### config.mk
export PLATFORM = sky130hd
export DESIGN_NAME = tlzw_front
export DESIGN_NICKNAME = d
export VERILOG_FILES = /design/src/rtl/core/tlzw_pkg.sv /design/src/rtl/core/tlzw_front.sv
export SDC_FILE = /design/constraint.sdc
export NUM_CORES = 1
export LEC_CHECK = 0
export BUFFER_PORTS_ARGS = -buffer_cell sky130_fd_sc_hd__buf_2
export CORE_UTILIZATION = 44
export DETAILED_ROUTE_END_ITERATION = 8
export PLACE_DENSITY = 0.8
export SLEW_MARGIN = 20
export SYNTH_ARGS = -nofsm -noshare
export SYNTH_HDL_FRONTEND = slang
export SYNTH_SLANG_ARGS = --single-unit
export TNS_END_PERCENT = 100
### constraint.sdc
create_clock -name clk_i -period 1.7 [get_ports clk_i]
set_input_delay 0.085 -clock clk_i [delete_from_list [all_inputs] [get_ports clk_i]]
set_output_delay 0.085 -clock clk_i [all_outputs]
set_load 0.02 [all_outputs]
### src/rtl/core/tlzw_pkg.sv
`timescale 1ns / 1ps
// ----------------------------------------------------------------------------
// tlzw_pkg
// Shared types and fixed constants of the TIFF LZW decoder core.
// ----------------------------------------------------------------------------
package tlzw_pkg;

  // operation carried by one input transaction
  typedef enum logic [1:0] {
    OP_FEED  = 2'd0,
    OP_PULL  = 2'd1,
    OP_END   = 2'd2,
    OP_STRIP = 2'd3
  } tlzw_op_e;

  // decoder status as reported on the result channel
  typedef enum logic [1:0] {
    ST_RUN     = 2'd0,
    ST_OK      = 2'd1,
    ST_FAIL    = 2'd2,
    ST_REFUSED = 2'd3
  } tlzw_status_e;

  // one queued input transaction
  typedef struct packed {
    tlzw_op_e    op;
    logic [7:0]  data;
  } tlzw_item_t;

  // head of the queue as seen by the back end
  typedef struct packed {
    logic        valid;
    tlzw_item_t  item;
  } tlzw_head_t;

  localparam int unsigned CODE_CLEAR = 256;
  localparam int unsigned CODE_END   = 257;
  localparam int unsigned FIRST_FREE = 258;
  localparam int unsigned MIN_WIDTH  = 9;
  localparam int unsigned BUF_W      = 24;
  localparam int unsigned HELD_W     = 5;
  localparam logic [31:0] SIZE_SAT   = 32'hFFFF_FFFF;

endpackage

### src/rtl/core/tlzw_front.sv
`timescale 1ns / 1ps
// ----------------------------------------------------------------------------
// tlzw_front
// Accepts input transactions, classifies the operation and queues them in a
// two entry queue for the back end.
// ----------------------------------------------------------------------------
module tlzw_front (
  input  logic                clk_i,
  input  logic                rst_ni,
  input  logic                in_valid_i,
  output logic                in_stall_o,
  input  logic [1:0]          op_i,
  input  logic [7:0]          data_byte_i,
  output tlzw_pkg::tlzw_head_t head_o,
  input  logic                pop_i
);
  import tlzw_pkg::*;

  tlzw_item_t  mem_q [2];
  logic        wptr_q, wptr_d;
  logic        rptr_q, rptr_d;
  logic [1:0]  count_q, count_d;
  logic        push;
  logic        pop;
  tlzw_item_t  new_item;

  // classify incoming transaction
  assign new_item.op   = tlzw_op_e'(op_i);
  assign new_item.data = data_byte_i;

  assign in_stall_o = (count_q == 2'd2);
  assign push       = in_valid_i && !in_stall_o;
  assign pop        = pop_i && (count_q != 2'd0);

  assign head_o.valid = (count_q != 2'd0);
  assign head_o.item  = mem_q[rptr_q];

  // queue pointers
  always_comb begin
    wptr_d  = push ? ~wptr_q : wptr_q;
    rptr_d  = pop ? ~rptr_q : rptr_q;
    count_d = count_q + {1'b0, push} - {1'b0, pop};
  end

  always_ff @(posedge clk_i or negedge rst_ni) begin
    if (!rst_ni) begin
      wptr_q  <= 1'b0;
      rptr_q  <= 1'b0;
      count_q <= 2'd0;
    end else begin
      wptr_q  <= wptr_d;
      rptr_q  <= rptr_d;
      count_q <= count_d;
    end
  end

  // queue storage
  always_ff @(posedge clk_i) begin
    if (push) begin
      mem_q[wptr_q] <= new_item;
    end
  end

  a_count_max: assert property (@(posedge clk_i) disable iff (!rst_ni)
    count_q != 2'd3) else $error("queue count out of range");
  a_pop_nonempty: assert property (@(posedge clk_i) disable iff (!rst_ni)
    (count_q == 2'd0 && !push) |=> count_q == 2'd0) else $error("queue underflow");
  a_full_holds: assert property (@(posedge clk_i) disable iff (!rst_ni)
    (count_q == 2'd2 && !pop_i) |=> count_q == 2'd2) else $error("queue lost an entry");

endmodule

==> summary.md, run 1 <==
| Metric | Value |
|---|---|
| Status | `finished, final reports clean` |
| NetSw | `0.000658 W` |
| Class of the most critical setup path | `register to register` |
| Die area | `2290 sq um` |
| Nature of the critical path startpoint | `register` |
| DR vias | `537` |
| Register bit count reported by yosys | `24` |
| Max-slew violations | `0` |
| IO Count | `26` |
| Worst-path fanout max | `3` |
| Worst Path Arrival | `1.82 ns` |
| Area growth from synthesis to layout | `35.8%` |
| Routed WL | `approximately 1.4 mm` |
| Reg clk slew, reported paths | `0.11 ns` |
| Final Hold Slack | `slightly above 0.1 ns` |
| DRT Pass-1 Iters | `2` |
| Internal Power | `0.00130 W` |
| Peak VDD IR | `0.988 mV` |
| HP Class | `input pin to register` |
| Post-synth cell types | `14` |
| Cells after synthesis | `49` |
| Switch share | `between 30% and 40%` |
| Clk_skew | `0.00443 ns` |
| Core ar. | `1960 sq um` |
| Fill cells | `168` |
| Setup slack after layout | `between 0.06 and 0.07 ns` |
| CTS Buffer Depth | `2` |
| Drt initial violations | `9` |
| Root Buffer | `clkbuf_4` |
| Vias in the first global route | `483` |
| Period minus WS final | `1.64 ns` |
| Logic pwr share | `between 40% and 50%` |
| Syn Area/Cell | `18.8 sq um` |
| Most frequent cells in the layout | `25 x buf_2, 20 x edfxtp_1, 11 x dlygate4sd3_1, 10 x mux2_2, 4 x dfrtp_1` |
| CTS tree | `yes` |
| Maxcap violations | `0` |
| Largest net degree at the start of global routing | `14` |
| Final RePlAce weighted congestion | `around 0.60` |
| Initial antenna violation count | `0` |
| Synthesized net count | `65` |
| Die Ht | `47.8 um` |
| Clock Latency Late Sink | `slightly below 0.3 ns` |
| Layout cells sized above 1 | `between 50% and 60%` |
| Count of final hold-check violations | `0` |
| Diodes inserted | `0` |
| Buffers on Ports | `25` |
| Initial core utilization | `47.1%` |
| Worst slew pin tran | `around 0.49 ns` |
| H-Tree Depth | `1` |
| DRT antenna net count | `0` |
| Yosys top cell by area | `edfxtp_1` |
| DRC violations left | `0` |
| DR vias/cell | `between 4 and 5` |
| Clock sinks | `24` |
| Yosys Warn Count | `0` |
| Setup crit end kind | `register` |
| Wirelength per Cell | `11.6 um` |
| Final setup violating endpoints | `0` |
| Clock power frac | `12.0%` |
| DIE WIDTH | `approximately 48 um` |
| Nets@finish | `around 110` |
| Number of CTS-inserted buffers | `3` |
| Cell area after synthesis | `923 sq um` |
| Slew HR | `67.6%` |
| Fin crit share | `96.3%` |
| PwrDens | `around 1600 nW/um^2` |
| Seq/Total Area, Yosys | `75.9%` |
| Site row count | `16` |
| RSZ-0062 raised after global routing | `false` |
| DP HPWL | `892 um` |
| Leakage Power | `0.505 nW` |
| Sequential cell area | `701 sq um` |
| Multi-input logic area | `235 sq um` |
| First-pass GRT wire length | `approximately 1.8 mm` |
| Ranking of synthesized cells by area | `edfxtp_1 65%, mux2_2 12%, dfrtp_1 11%` |
| Commonest non-fill, non-tap cell in the layout | `buf_2` |
| TNS Setup | `0 ns` |
| GR Overflow Total | `0` |
| Synth top area share | `between 60% and 70%` |
| Worst slack, placed | `0.0112 ns` |
| CP Data Required Time | `1.89 ns` |
| Global Route Usage Sum | `between 10% and 20%` |
| Fmax achieved | `between 600 and 700 MHz` |
| Sequential share of power | `approximately 47%` |
==> power by group through the flow <==
stage                     clock network, W  logic [W]  registers, W
final                             0.000234   0.000806      0.000919
after global routing              0.000262   0.000875      0.000938
after CTS                         0.000242   0.000761      0.000921
after global placement                   0   0.000701      0.000928
after detailed placement                 0   0.000716      0.000937
after floorplan                          0   0.000567      0.000875
==> stage by stage <==
step	instances	area, sq um	utilization, %	total power, W
after floorplan	49	923	-	0.00144
after global placement	101	1080	55.3	0.00163
after detailed placement	101	1080	55.3	0.00165
after CTS	117	1230	62.6	0.00192
after global routing	117	1250	63.9	0.00207
final	117	1250	63.9	0.00196
==> worst paths after layout <==
| check | start | end | slack, ns | depth (start not counted) |
|---|---|---|---|---|
| worst max-delay path | count_q[0] | count_q[1] | 0.06 | 7 |
| worst min register to register | wptr_q | wptr_q | 0.52 | 1 |
| max in group asynchronous | rst_ni | rptr_q | 1.48 | 2 |
| worst min-delay path | in_valid_i | wptr_q | 0.10 | 3 |
| worst max register to register | count_q[0] | count_q[1] | 0.06 | 7 |
| min in group asynchronous | rst_ni | count_q[1] | 0.11 | 2 |
==> worst max-delay path: stages, from the launching register on <==
cell     delay (ns)
dfrtp_1        0.41
or2_4          0.25
and2_4         0.15
ha_4           0.25
inv_1          0.04
ha_2           0.17
xnor2_2        0.13
xnor2_1        0.12
==> logic make-up after synthesis <==
family                     count (synthesis)  share of synthesized area (%)
DFF                                       24                           75.9
muxes                                     10                           12.2
and+or+nand+nor                            6                           4.07
xor gates and xnor gates                   4                           3.79
buffers and inverters                      3                           1.35
adders and majority gates                  2                           2.71
==> per-layer routing <==
| layer | routed length (um) | track usage (%) | up-vias |
|---|---|---|---|
| met5 | 0 | 0 | - |
| met4 | 0 | 5.00 | 0 |
| met3 | 68 | 3.40 | 0 |
| met2 | 704 | 20.8 | 19 |
| met1 | 585 | 13.4 | 252 |
| li1 | - | - | 266 |
==> registers in the layout (all words and copies together), names as in the netlist <==
name / flops
wptr_q: 1
count_q: 2
mem_q: 20
rptr_q: 1
==> cells in the mapped netlist, drive strengths merged <==
| cell | count |
|---|---|
| dfrtp | 4 |
| or2 | 1 |
| mux2 | 10 |
| and2 | 1 |
| ha | 2 |
| nor2 | 1 |
| and3 | 1 |
| nand2 | 1 |
| buf | 1 |
| xor2 | 1 |
| edfxtp | 20 |
| nand2b | 1 |
| xnor2 | 3 |
| inv | 2 |
==> repair_timing <==
action	4_1_cts	5_1_grt
hold buffers	11	0
buffers inserted	1	0
pin swaps	0	3
resized for setup	0	4
endpoints found under the setup margin	1	1
endpoints found under the hold margin	24	0
==> cell type report <==
| class | count | area share [%] |
|---|---|---|
| multi-input cells | 22 | 18.8 |
| well taps | 27 | 2.69 |
| flip-flops and latches | 24 | 55.9 |
| inverters | 2 | 0.599 |
| clock buffers | 4 | 2.10 |
| repair buffers | 38 | 20.0 |
Power figures use the tool's default switching activity.
==> run 2, diff against run 1 <==
- MAX_ROUTING_LAYER: default -> met4
- SETUP_SLACK_MARGIN: default -> 0.02
==> summary.md, run 2 (synthesis results as in run 1) <==
| Metric | Value |
|---|---|
| Worst slack, placed | `0.0112 ns` |
| RSZ-0062 raised after global routing | `false` |
| Period minus WS final | `1.62 ns` |
| Final RePlAce weighted congestion | `~0.6` |
| Largest net degree at the start of global routing | `14` |
| Dpl cell area | `1080 sq um` |
| R2r setup slk | `0.08 ns` |
| Status | `finished, final reports clean` |
| Routed WL | `1.34 mm` |
| Fmax achieved | `618 MHz` |
| DRT antenna net count | `0` |
| Peak VDD IR | `1.01 mV` |
| Initial antenna violation count | `0` |
| Worst Path Arrival | `1.81 ns` |
| Area growth from synthesis to layout | `37.4%` |
| Buffers on Ports | `25` |
| Nets@finish | `108` |
| Placed Instances | `about 100` |
| Worst setup path startpoint | `count_q[1]` |
| Count of final hold-check violations | `0` |
| DP HPWL | `approximately 890 um` |
| TNS Setup | `0 ns` |
| Diodes inserted | `0` |
| Global Route Usage Sum | `12.7%` |
| Clock Latency Late Sink | `between 0.2 and 0.3 ns` |
| Slew HR | `between 60% and 70%` |
| DIE WIDTH | `around 48 um` |
| Max-slew violations | `0` |
| Biggest regs | `mem_q: 20 flops, count_q: 2 flops` |
| Drt initial violations | `12` |
| Site row count | `16` |
| Max FFs per register | `20` |
| Core ar. | `1960 sq um` |
| Fill cells | `approximately 160` |
| FF-to-FF Start | `count_q[1]` |
| DR vias/cell | `roughly 4.5` |
| Worst slew pin tran | `about 0.47 ns` |
| Fin crit share | `95.2%` |
| Wirelength per Cell | `roughly 11 um` |
| Reg clk slew, reported paths | `between 0.1 and 0.15 ns` |
| Setup slack after layout | `between 0.08 and 0.09 ns` |
| CTS Buffer Depth | `2` |
| HP Class | `input pin to register` |
| R2R cell count | `7` |
| Slowest library cell on the worst path | `dfrtp_1` |
| Maxcap violations | `0` |
| Cell Chain, Critical Path | `or2_4, and2_4, ha_4, inv_1, ha_2, xnor2_2, xnor2_1` |
| CP peak stage delay | `0.40 ns` |
| Die area | `2290 sq um` |
| IO Count | `26` |
| Die Ht | `47.8 um` |
| DRC violations left | `0` |
| Crit path to | `count_q[1]` |
| Number of CTS-inserted buffers | `3` |
| CP bufs+invs | `1` |
| Initial core utilization | `a little under half` |
| H-Tree Depth | `1` |
| Class of the most critical setup path | `register to register` |
| Setup crit end kind | `register` |
| Worst-path fanout max | `2` |
| Layout cells sized above 1 | `52.7%` |
| Nature of the critical path startpoint | `register` |
| Root Buffer | `clkbuf_4` |
| CTS tree | `yes` |
| Clock sinks | `24` |
| CP Data Required Time | `1.89 ns` |
| PwrDens | `1570 nW/um^2` |
| Vias in the first global route | `478` |
| Clk_skew | `0.00455 ns` |
| First-pass GRT wire length | `1.81 mm` |
| CP Depth | `7` |
| Leakage Power | `0.515 nW` |
| Commonest non-fill, non-tap cell in the layout | `buf_2` |
| Most flop-heavy register | `mem_q` |
| Final setup violating endpoints | `0` |
| GR Overflow Total | `0` |
| Delay-heaviest family, CP | `adder cells` |
| Most frequent cells in the layout | `25 x buf_2, 20 x edfxtp_1, 11 x dlygate4sd3_1, 10 x mux2_2, 4 x dfrtp_1` |
| Layout Cells excl Fill | `118` |
| DR vias | `531` |
| DRT Pass-1 Iters | `3` |
| FF-to-FF End | `count_q[1]` |
| Fin area | `1270 sq um` |
==> run 2: cell types whose count changed in the layout (fill, tap and decap cells not counted) <==
cell      delta
nand2b_4     +1
nand2b_1     -1
buf_4        +1
==> run 2: layer usage <==
layer  GRT usage [%]  wire (um)  vias to the layer above  share of wire, %
met5               -          0                        -                 0
met4            5.00          0                        0                 0
met3            4.53         62                        0               4.6
met2            21.9        692                       19                52
met1            13.2        582                      247                44
li1                -          -                      265                 -
==> run 2: area by class of cell <==
cell class	instances	area, sq um	area share, %
multi-input combinational	22	243	19.1
sequential	24	701	55.2
inverter	2	7.51	0.592
timing repair buffer	39	258	20.3
clock buffer	4	26.3	2.07
tap	27	33.8	2.66
==> run 2: how the worst min path moves through the flow <==
stage                     slack [ns]          to        from  cells after the start
after floorplan                -0.21  count_q[0]      rst_ni                      0
after global placement         -0.10  count_q[0]      rst_ni                      1
after detailed placement       -0.10  count_q[0]      rst_ni                      1
after CTS                       0.08      rptr_q       pop_i                      3
after global routing            0.09      wptr_q  in_valid_i                      3
final                            0.1      wptr_q  in_valid_i                      3
==> run 2: timing repair <==
action | in CTS | in global routing
cloned | 0 | 0
buffers inserted | 1 | 1
gates resized for setup | 2 | 3
pin swaps | 2 | 3
endpoints found under the setup margin | 1 | 1
hold endpoints to repair | 24 | 0
hold buffers | 11 | 0
==> run 2: report_power, final <==
| group | leakage (nW) | internal (W) | switching, W |
|---|---|---|---|
| Combinational | 0.268 | 0.000418 | 0.000423 |
| Clock | 0.0150 | 0.0000911 | 0.000142 |
| Sequential | 0.232 | 0.000818 | 0.0000983 |
==> run 2: worst min-delay path, stage by stage <==
cell	delay (ns)
buf_2	0.11
nand2_2	0.09
xnor2_1	0.07
==> run 2: stage by stage <==
step / util, % / hold slack [ns] / power [W]
global placement: 55.3 / -0.105 / 0.00163
finish: 64.7 / 0.0978 / 0.00199
global route: 64.7 / 0.0857 / 0.00212
floorplan: - / -0.211 / 0.00144
CTS: 63.1 / 0.0848 / 0.00195
detailed placement: 55.3 / -0.104 / 0.00165
==> run 3, diff against run 2 <==
- CORE_UTILIZATION: 44 -> 51
- CTS_BUF_LIST: default -> sky130_fd_sc_hd__clkbuf_4 sky130_fd_sc_hd__clkbuf_8
- MAX_ROUTING_LAYER: met4 -> default
- PLACE_DENSITY: 0.8 -> 0.86
- clock period: 1.7 -> 1.6 ns (I/O delays scaled with it)
==> summary.md, run 3 (synthesis results as in run 1) <==
| Metric | Value |
|---|---|
| Status | `finished, violations left` |
| Violated checks | `negative setup slack` |
| Placed Instances | `102` |
| H-Tree Depth | `1` |
| Vias in the first global route | `about 550` |
| GR Overflow Total | `0` |
| Fin crit share | `100%` |
| Logic pwr share | `around 45%` |
| Final RePlAce weighted congestion | `a little over 0.6` |
| Core ar. | `1710 sq um` |
| DR vias | `578` |
| CTS Buffer Depth | `2` |
| First-pass GRT wire length | `about 2.4 mm` |
| Worst Path Arrival | `1.83 ns` |
| Most flop-heavy register | `mem_q` |
| PwrDens | `1720 nW/um^2` |
| FF-to-FF Start | `count_q[1]` |
| Final Hold Slack | `0.0996 ns` |
| DP HPWL | `1.05 mm` |
| CTS tree | `yes` |
| Final setup violating endpoints | `1` |
| Commonest non-fill, non-tap cell in the layout | `buf_2` |
| IO Count | `26` |
| Number of CTS-inserted buffers | `3` |
| Nature of the critical path startpoint | `register` |
| Worst slew pin tran | `~0.45 ns` |
| Area growth from synthesis to layout | `43.6%` |
| Die Ht | `44.6 um` |
| Worst-path fanout max | `2` |
| DR vias/cell | `4.70` |
| Buffers on Ports | `25` |
| Fill cells | `between 100 and 150` |
| Diodes inserted | `0` |
| R2R cell count | `7` |
| Largest net degree at the start of global routing | `14` |
| Leakage Power | `0.547 nW` |
| Reg clk slew, reported paths | `0.12 ns` |
| Switch share | `around 33%` |
| Maxcap violations | `0` |
| Site row count | `15` |
| Clock power frac | `12.0%` |
| Dpl cell area | `~1100 sq um` |
| Worst setup path startpoint | `count_q[1]` |
| Sequential share of power | `43.1%` |
| Nets@finish | `115` |
| RSZ-0062 raised after global routing | `true` |
| Count of final hold-check violations | `0` |
| Drt initial violations | `7` |
| Layout Cells excl Fill | `123` |
| Internal Power | `0.00152 W` |
| TNS Setup | `-0.00327 ns` |
| Biggest regs | `mem_q: 20 flops, count_q: 2 flops` |
| NetSw | `0.000754 W` |
| FF-to-FF End | `count_q[1]` |
| Most frequent cells in the layout | `25 x buf_2, 20 x edfxtp_1, 11 x dlygate4sd3_1, 10 x mux2_2, 10 x buf_4` |
| Clock Latency Late Sink | `0.30 ns` |
| Die area | `1980 sq um` |
| Max FFs per register | `20` |
| Wirelength per Cell | `13.2 um` |
| Routed WL | `1.62 mm` |
| Fmax achieved | `624 MHz` |
| Initial antenna violation count | `0` |
| Layout cells sized above 1 | `58.2%` |
| Period minus WS final | `between 1.5 and 2 ns` |
| Max-slew violations | `0` |
| Initial core utilization | `a little over half` |
| Setup slack after layout | `-0.00327 ns` |
| HP Class | `input pin to asynchronous set/reset pin` |
| DIE WIDTH | `around 45 um` |
| Crit path to | `count_q[1]` |
| Class of the most critical setup path | `register to register` |
| Clk_skew | `0.00332 ns` |
| Fin area | `about 1300 sq um` |
| Root Buffer | `clkbuf_4` |
| DRC violations left | `0` |
| DRT Pass-1 Iters | `3` |
| Slew HR | `69.7%` |
| Global Route Usage Sum | `17.8%` |
| Setup crit end kind | `register` |
| Worst slack, placed | `-0.0402 ns` |
| R2r setup slk | `-0.003 ns` |
| DRT antenna net count | `0` |
| Clock sinks | `24` |
| CP Data Required Time | `1.83 ns` |
| Peak VDD IR | `1.38 mV` |
==> run 3: routing by layer <==
| layer | vias to the layer above | track usage (%) | part of all wire (%) |
|---|---|---|---|
| met4 | 0 | 5.45 | 0.55 |
| met2 | 16 | 33.8 | 57 |
| met5 | - | 0 | 0 |
| met3 | 2 | 3.67 | 2.8 |
| li1 | 276 | - | - |
| met1 | 284 | 19.6 | 39 |
==> run 3: how the worst min path moves through the flow <==
| stage | end | slack (ns) | cells after the start |
|---|---|---|---|
| after CTS | wptr_q | 0.09 | 3 |
| after global placement | count_q[0] | -0.11 | 1 |
| after detailed placement | count_q[1] | -0.10 | 1 |
| after floorplan | count_q[0] | -0.22 | 0 |
| final | count_q[1] | 0.1 | 2 |
| after global routing | count_q[1] | 0.11 | 2 |
==> run 3: worst max-delay path: stages, from the launching register on <==
cell and delay, ns:
dfrtp_1 0.40, or2_4 0.25, and2_4 0.15, ha_4 0.26, inv_2 0.04, ha_4 0.15, xnor2_2 0.16, xnor2_1 0.13
==> run 3: final cells by class <==
cell class	count	area, sq um	share of cell area, %
multi-input cells	22	245	18.5
inverters	2	7.51	0.566
repair buffers	46	310	23.4
clock buffers	4	30.0	2.26
flip-flops and latches	24	702	52.9
well taps	25	31.3	2.36
==> run 3: timing repair <==
item | 4_1_cts | 5_1_grt
setup endpoints to repair | 9 | 1
hold buffers | 11 | 0
setup buffers | 4 | 2
endpoints found under the hold margin | 24 | 0
resized for setup | 6 | 0
pin swaps | 6 | 4
==> run 3: stage by stage <==
| step | power, W | utilization [%] |
|---|---|---|
| finish | 0.00228 | 77.7 |
| global route | 0.00240 | 77.7 |
| CTS | 0.00226 | 76.8 |
| detailed placement | 0.00181 | 64.8 |
| global placement | 0.00177 | 64.8 |
| floorplan | 0.00154 | - |
==> run 3: power by group through the flow <==
stage,sequential (W),combinational [W],clock [W]
after global placement,0.000983,0.000788,0
final,0.000980,0.00102,0.000274
after global routing,0.000998,0.00110,0.000301
after CTS,0.000982,0.000997,0.000280
after detailed placement,0.000999,0.000811,0
after floorplan,0.000930,0.000605,0
